<file path="config.mk">
export PLATFORM = sky130hd
export DESIGN_NAME = csv_field_splitter_sjis_unit
export DESIGN_NICKNAME = d
export VERILOG_FILES = /design/src/design/csvs_pkg.sv /design/src/design/csvs_parse.sv /design/src/design/csv_field_splitter_sjis_unit.sv
export SDC_FILE = /design/constraint.sdc
export NUM_CORES = 1
export LEC_CHECK = 0
export ABC_AREA = 0
export BUFFER_PORTS_ARGS = -buffer_cell sky130_fd_sc_hd__buf_2
export CAP_MARGIN = 20
export CORE_ASPECT_RATIO = 1.1
export CORE_MARGIN = 3
export CORE_UTILIZATION = 60
export CTS_CLUSTER_SIZE = 40
export DETAILED_ROUTE_END_ITERATION = 8
export PLACE_DENSITY_LB_ADDON = 0.2
export SKIP_LAST_GASP = 1
export SLEW_MARGIN = 20
export SYNTH_ARGS = -nofsm -noshare
export SYNTH_HDL_FRONTEND = slang
export SYNTH_SLANG_ARGS = --single-unit
</file>
<file path="constraint.sdc">
create_clock -name i_clk -period 6.8 [get_ports i_clk]
set_input_delay 1.36 -clock i_clk [delete_from_list [all_inputs] [get_ports i_clk]]
set_output_delay 1.36 -clock i_clk [all_outputs]
set_load 0.01 [all_outputs]
</file>
<file path="src/design/csvs_pkg.sv">
// ----------------------------------------------------------------------------
// CSV field splitter package
// Item types, parser modes, byte constants and byte class functions.
// ----------------------------------------------------------------------------
package csvs_pkg;

    localparam logic [7:0]  QUOTE_BYTE  = 8'h22;
    localparam logic [7:0]  COMMA_BYTE  = 8'h2C;
    localparam logic [7:0]  SPACE_BYTE  = 8'h20;
    localparam logic [7:0]  CTRL_WS_LO  = 8'h09;
    localparam logic [7:0]  CTRL_WS_HI  = 8'h0D;
    localparam logic [7:0]  LEAD_A_LO   = 8'h80;
    localparam logic [7:0]  LEAD_A_HI   = 8'h9F;
    localparam logic [7:0]  LEAD_B_LO   = 8'hE0;
    localparam logic [15:0] FIELD_MAX   = 16'hFFFF;

    typedef enum logic [1:0] {
        MODE_SKIP   = 2'd0,
        MODE_PLAIN  = 2'd1,
        MODE_QUOTED = 2'd2,
        MODE_DROP   = 2'd3
    } t_mode;

    typedef struct packed {
        logic [7:0] data_byte;
        logic       record_last;
    } t_in_item;

    typedef struct packed {
        logic [7:0]  echo_byte;
        logic        is_content;
        logic [15:0] field_index;
        logic        starts_field;
        logic        ends_field;
        logic        record_end;
        logic [15:0] field_count;
    } t_out_item;

    // Double-byte lead bytes; the upper range runs to 0xFF.
    function automatic logic is_lead(input logic [7:0] b);
        return ((b >= LEAD_A_LO) && (b <= LEAD_A_HI)) || (b >= LEAD_B_LO);
    endfunction

    function automatic logic is_blank(input logic [7:0] b);
        return (b == SPACE_BYTE) || ((b >= CTRL_WS_LO) && (b <= CTRL_WS_HI));
    endfunction

endpackage

</file>
<file path="src/design/csvs_parse.sv">
// ----------------------------------------------------------------------------
// CSV field splitter parser
// Holds the parse state and tags one registered byte per cycle while i_advance is high.
// ----------------------------------------------------------------------------
module csvs_parse
    import csvs_pkg::*;
(
    input  logic      i_clk,
    input  logic      i_rst_n,
    input  logic      i_advance,
    input  t_in_item  i_item,
    output t_out_item o_result
);

    t_mode       r_mode,  n_mode,  u_mode;
    logic        r_trail, n_trail, u_trail;
    logic [15:0] r_count, n_count, u_count;

    logic [7:0] b;
    logic       skip_blank;

    assign b          = i_item.data_byte;
    assign skip_blank = (r_mode == MODE_SKIP) && is_blank(b);

    // Next state: the updated state, or the reset state after the last byte.
    always_comb begin
        u_mode  = r_mode;
        u_trail = r_trail;
        u_count = r_count;
        if (skip_blank) begin
            u_mode = r_mode;
        end else if (r_mode == MODE_SKIP) begin
            if (r_count != FIELD_MAX) begin
                u_count = r_count + 16'd1;
            end
            if (b == QUOTE_BYTE) begin
                u_mode = MODE_QUOTED;
            end else if (b != COMMA_BYTE) begin
                u_mode  = MODE_PLAIN;
                u_trail = is_lead(b);
            end
        end else if (r_trail) begin
            u_trail = 1'b0;
        end else if (is_lead(b)) begin
            u_trail = 1'b1;
        end else if (r_mode == MODE_QUOTED) begin
            if (b == QUOTE_BYTE) begin
                u_mode = MODE_DROP;
            end
        end else if (b == COMMA_BYTE) begin
            u_mode = MODE_SKIP;
        end
        if (i_item.record_last) begin
            n_mode  = MODE_SKIP;
            n_trail = 1'b0;
            n_count = '0;
        end else begin
            n_mode  = u_mode;
            n_trail = u_trail;
            n_count = u_count;
        end
    end

    // Result tags for the byte.
    always_comb begin
        o_result              = '0;
        o_result.echo_byte    = b;
        o_result.record_end   = i_item.record_last;
        o_result.field_count  = u_count;
        o_result.field_index  = skip_blank ? r_count : (u_count - 16'd1);
        if (skip_blank) begin
            o_result.is_content = 1'b0;
        end else if (r_mode == MODE_SKIP) begin
            o_result.starts_field = 1'b1;
            o_result.ends_field   = (b == COMMA_BYTE);
            o_result.is_content   = (b != COMMA_BYTE) && (b != QUOTE_BYTE);
        end else if (r_trail || is_lead(b)) begin
            o_result.is_content = (r_mode != MODE_DROP);
        end else if (r_mode == MODE_QUOTED) begin
            o_result.is_content = (b != QUOTE_BYTE);
        end else if (b == COMMA_BYTE) begin
            o_result.ends_field = 1'b1;
        end else begin
            o_result.is_content = (r_mode == MODE_PLAIN);
        end
        if (i_item.record_last && (u_mode != MODE_SKIP)) begin
            o_result.ends_field = 1'b1;
        end
    end

    always_ff @(posedge i_clk) begin
        if (!i_rst_n) begin
            r_mode  <= MODE_SKIP;
            r_trail <= 1'b0;
            r_count <= '0;
        end else if (i_advance) begin
            r_mode  <= n_mode;
            r_trail <= n_trail;
            r_count <= n_count;
        end
    end

endmodule

</file>
<file path="src/design/csv_field_splitter_sjis_unit.sv">
// ----------------------------------------------------------------------------
// CSV field splitter for Shift-JIS records
// Tags each record byte with field position, content and boundary flags.
// ----------------------------------------------------------------------------
// Usage:
// Bytes of a record enter on the input channel (i_in_valid, o_in_stall,
// i_in_item), with record_last set on the final byte of each record. Every
// byte yields exactly one tagged result on the output channel (o_out_valid,
// i_out_stall, o_out_item), in order.
// A byte transferred at a clock edge is held in the input register, tagged
// by the parser and lands in the output register when the parser advances;
// its result is then offered there and can transfer out. One byte is taken
// every cycle while o_in_stall is low; the only loop is the parse state
// (mode, trail flag, field counter), which updates once per byte.
// Synchronous active-low reset empties both registers and returns the parser
// to whitespace skipping with a field count of zero; the parser also returns
// there after each record's last byte.
// When the receiver stalls, the output register holds its result, the input
// register keeps one more byte, and the input stalls only once both are full.
// ----------------------------------------------------------------------------
module csv_field_splitter_sjis_unit
    import csvs_pkg::*;
(
    input  logic      i_clk,
    input  logic      i_rst_n,
    input  logic      i_in_valid,
    output logic      o_in_stall,
    input  t_in_item  i_in_item,
    output logic      o_out_valid,
    input  logic      i_out_stall,
    output t_out_item o_out_item
);

    logic      r_in_valid;
    t_in_item  r_in_item;
    logic      r_out_valid;
    t_out_item r_out_item;
    t_out_item parse_result;
    logic      out_blocked;
    logic      advance;

    assign out_blocked = r_out_valid && i_out_stall;
    assign advance     = r_in_valid && !out_blocked;
    assign o_in_stall  = r_in_valid && out_blocked;
    assign o_out_valid = r_out_valid;
    assign o_out_item  = r_out_item;

    csvs_parse u_parse (
        .i_clk     (i_clk),
        .i_rst_n   (i_rst_n),
        .i_advance (advance),
        .i_item    (r_in_item),
        .o_result  (parse_result)
    );

    always_ff @(posedge i_clk) begin
        if (!i_rst_n) begin
            r_in_valid <= 1'b0;
        end else if (!o_in_stall) begin
            r_in_valid <= i_in_valid;
        end
    end

    always_ff @(posedge i_clk) begin
        if (i_in_valid && !o_in_stall) begin
            r_in_item <= i_in_item;
        end
    end

    always_ff @(posedge i_clk) begin
        if (!i_rst_n) begin
            r_out_valid <= 1'b0;
        end else if (!out_blocked) begin
            r_out_valid <= r_in_valid;
        end
    end

    always_ff @(posedge i_clk) begin
        if (advance) begin
            r_out_item <= parse_result;
        end
    end

endmodule

</file>
Yosys cells after proc, flatten, opt, wreduce, memory -nomap -nowiden --
Index checks and enable logic that the tools add are counted.
Storage, ports and cells: register bits after elaboration 74, bits of input ports 13, output and inout bits 46, logic and storage cells 82
Operators by class: add/subtract/negate cells 2, magnitude comparators 5, equal/unequal tests 12, multiplexer cells 32, reduce and logical (&&, ||, !) cells 17
Operator list (number):
- $mux W16 | 5
- $eq A8 B6 Y1 const B | 3
- $mux W2 | 10
- $mux W1 | 17
- $add A16 B1 Y16 const B | 1
- $ge A8 B8 Y1 const B | 2
- $ne A16 B16 Y1 const B | 1
- $ne A8 B6 Y1 const B | 2
- $sub A16 B1 Y16 const B | 1
- $logic_and A1 B1 Y1 | 9
- $ge A8 B4 Y1 const B | 1
- $le A8 B4 Y1 const B | 1
- $le A8 B8 Y1 const B | 1
- $ne A3 B3 Y1 const B | 2
- $ne A2 B2 Y1 const B | 2
- $reduce_and A4 Y1 | 1
- $logic_or A1 B1 Y1 | 3
- $eq A2 B1 Y1 const B | 1
- $eq A2 B2 Y1 const B | 1
- $logic_not A1 Y1 | 2
- $logic_not A2 Y1 | 1
- $reduce_bool A2 Y1 | 1

Depth between registers and ports, before layout --
depth after elaboration 9, gate-level depth with buffers 18, gate-level depth less buffers 15

By module --
Synthesis repeated with hierarchy kept, for this count alone.
Unflattened totals: cell total of the unflattened synthesis 370, area, all modules 3847.4 um2
By module, submodules not included:
- csvs_parse | instances 1, cells an instance 309, area each 2172.1 um2, sequential area each 380.4 um2
- csv_field_splitter_sjis_unit | instances 1, cells an instance 61, area each 1675.4 um2, sequential area each 1631.6 um2

Worst setup path before layout --
Ideal clock, no wire load.
kind register -> register, start reg r_in_item[2] (netlist name), end reg r_out_item, in the netlist o_out_item[33], data pin, data arrival time 3.793 ns, data required time 6.648 ns, path slack 2.855 ns, cell stages (with the launch flop) 14, buffers on the path 1, cell sequence edfxtp_1 > or4b_4 > a211oi_4 > or2_1 > buf_6 > nor2_1 > xnor2_1 > ha_1 > inv_1 > or4_1 > a211oi_1 > nand2_1 > or4b_1 > a31oi_1
RTL lines:
- from (decl) | line csv_field_splitter_sjis_unit.sv:35 | t_in_item r_in_item;
- from (signal assigned) | line csv_field_splitter_sjis_unit.sv:66 | r_in_item <= i_in_item;
- to (signal assigned) | line csv_field_splitter_sjis_unit.sv:80 | r_out_item <= parse_result;
- to (decl) | line csv_field_splitter_sjis_unit.sv:37 | t_out_item r_out_item;

==> impl_results.md <==
- Residual DRC: 0
- Area of the multi-input gates: 1710 um2
- CP Depth: 12
- Final setup TNS: 0 ps
- CP endpoint kind: flop
- Share of cells above drive strength 1: 0.216
- Initial detailed-routing violation count: between 200 and 250
- Final hold viol count: 0
- CTS Buffer Depth: 2
- Fin crit period: just under 5000 ps
- Main synth FF type: edfxtp_1
- Post-CTS Setup Repair Bufs: 0
- Slew HR: 0.372
- Antenna viol nets, final: 0
- Async set or reset register ratio after synthesis: 0
- Hold Path Class: reg2reg
- Total gr overflow: 0
- Core area: a little over 6000 um2
- Yosys warnings: 0
- CTS Sinks: 74
- H-Tree Depth: 3
- Die Footprint: 7460 um2
- Slew Limit Fails: 0
- Starting Density: 0.622
- FF/Latch Area: between 2000 and 2500 um2
- Critical path peak fanout: 10
- Worst-Margin Slew: 938 ps
- First-pass GRT wire length: 14100 um
- Vias per cell: 6.04
- Crit path max-delay family: simple AND/OR/NAND/NOR gates
- Largest net degree at the start of global routing: 50
- Clk_lat worst skew: approximately 360 ps
- Wire per inst: between 15 and 20 um
- Post-Route WL: 8420 um
- Ant. Diodes: 0
- Hold WS: roughly 500 ps
- Synth cell types: 56
- Vias in the first global route: 2927
- Worst IR Drop VDD: roughly 0.15 mV
- Nets: ~430
- Horiz. Die Dim: between 80 and 90 um
- CTS buffer count: 9
- Die H: 90.3 um
- Hpwl dp: 5690 um
- Final setup vio count: 0
- Maxcap violations: 0
- Synth Instances: 372
- Routability Congestion: roughly 0.83
- Crit path DAT: 5040 ps
- Vias: 3027
- Cell Rows: 30
- Post-Syn Nets: around 390
- Run status: completed
- Worst-path clk slew: roughly 80 ps
- Hold buffer count at cts: 0
- CP max-delay cell: nor4_1
- Initial antenna violation count: 0
- Worst-path cell chain: ha_1 -> nand4_1 -> nor4_1 -> nor2_1 -> xnor2_1 -> ha_1 -> inv_1 -> or4_1 -> a211oi_1 -> nand2_1 -> or4b_1 -> a31oi_1
- CTS tree: done
- Slowest cell delay on critical path: between 700 and 800 ps
- Seq/Total Area, Yosys: 0.519
- Post-synth EDFFs: between 50 and 60
- Clk_skew: ~11 ps
- Synthesis-to-finish area growth: 11.2%
- Filler cells: 521
- Pre-Repair DR Iteration Count: 5
- Static Leak: 1.59 nW
- Hold path cells: 0
- Bufs and invs on worst path: 1
- Pwr dens: between 200 and 250 nW/um2
- Most frequent CP cell: ha_1
- GRT Total Usage: 0.245
- Critical path startpoint category: flop
- Top Ports: just under 60
- Syn_area_per_cell: approximately 10 um2
- PostCTS Resize Cnt: 0
- Maximum clock frequency: 207 MHz
- Fin crit share: 0.712
- R2R cell count: 12
- Kind of critical path: reg2reg
- Synthesized area: ~3900 um2
- Clock tree root buffer cell: clkbuf_8
- RSZ-0062 raised after global routing: false
- Port bufs: slightly below 60
- #FFs+latches synth: between 70 and 80
- Req. time, crit path: approximately 7000 ps
==> kinds of logic (layout without fill, tap and decap cells) <==
| kind of cell | after synthesis | after routing | synth area share |
|---|---|---|---|
| compound gates | 77 | 77 | 0.141 |
| simple gates | 149 | 149 | 0.210 |
| flops | 74 | 74 | 0.519 |
| fa+ha+maj | 2 | 2 | 0.00646 |
| mux | 7 | 7 | 0.0203 |
| xor+xnor | 28 | 28 | 0.0633 |
| buf+inv | 35 | 84 | 0.0400 |
==> metrics by stage <==
stage	power, mW	cells	cell area [um2]	setup WS [ps]	util
2_1_floorplan	0.585	372	3870	2850	-
3_3_place_gp	0.611	485	4150	2310	0.666
3_5_place_dp	0.614	485	4150	2070	0.666
4_1_cts	0.894	501	4310	2050	0.691
5_1_grt	0.923	501	4310	1580	0.691
6_report	0.890	501	4310	1960	0.691
==> registers in the layout, indices dropped and copies added, names as in the netlist <==
signal           count
u_parse.r_count     16
u_parse.r_trail      1
r_in_item            9
o_out_item          44
r_in_valid           1
o_out_valid          1
u_parse.r_mode       2
==> report_power, final <==
| group | switching (mW) | internal, mW |
|---|---|---|
| combinational | 0.0531 | 0.0358 |
| sequential | 0.0106 | 0.505 |
| clock | 0.156 | 0.130 |
| total | 0.219 | 0.670 |
==> placed cells by master, fill, tap and decap left out, drive strengths merged, types with 4 or more instances in the layout <==
| cell | instances |
|---|---|
| buf | 59 |
| nor3 | 10 |
| nand2 | 31 |
| dfxtp | 21 |
| and3 | 5 |
| or3 | 5 |
| nor2 | 24 |
| xnor2 | 20 |
| edfxtp | 53 |
| nor4 | 6 |
| mux2 | 7 |
| a211oi | 5 |
| nand2b | 4 |
| and4 | 4 |
| nand4 | 10 |
| clkinv | 5 |
| a31oi | 6 |
| inv | 8 |
| xor2 | 8 |
| clkbuf | 12 |
| nand3 | 11 |
| o21ai | 16 |
| or2 | 6 |
| nor2b | 17 |
| a22oi | 13 |
| a21oi | 16 |
==> cells in the mapped netlist (7+ instances only) <==
library cell   n  area, um2
xor2_1         8       70.1
inv_1          8       30.0
clkbuf_1      18       67.6
nor2b_1       17        106
dfxtp_1       21        420
nand2_1       30        113
nand3_1       11       55.1
nor2_1        24       90.1
o21ai_0       16       80.1
a22oi_1       13       97.6
nor3_1        10       50.1
nand4_1       10       62.6
mux2_2         7       78.8
a21oi_1       16       80.1
edfxtp_1      53       1590
xnor2_1       20        175
==> layout make-up <==
class                           count  share of cell area
Timing Repair Buffer               59              0.0691
Clock inverter                      4             0.00436
Tap cell                           80              0.0232
Multi-Input combinational cell    263               0.396
Clock buffer                       12              0.0314
Inverter                            9             0.00843
Sequential cell                    74               0.467
==> layer usage <==
layer	vias up	GRT usage	share of wire
met5	-	0	0
met4	0	0.117	0.028
met3	22	0.0449	0.055
met2	108	0.370	0.48
met1	1436	0.338	0.43
li1	1461	-	-
==> final timing paths <==
check                     startpoint             end  slack [ps]
setup / recovery  u_parse.r_count[0]  o_out_item[33]        1960
hold / removal          r_in_item[5]  o_out_item[40]         500
setup reg to reg  u_parse.r_count[0]  o_out_item[33]        1960
hold reg to reg         r_in_item[5]  o_out_item[40]         500
==> worst register-to-register path, cell delays in order, from the launching register on <==
cell and delay (ps):
dfxtp_1 510, ha_1 360, nand4_1 190, nor4_1 760, nor2_1 230, xnor2_1 260, ha_1 210, inv_1 100
or4_1 580, a211oi_1 560, nand2_1 230, or4b_1 530, a31oi_1 170
Power figures use the tool's default switching activity.
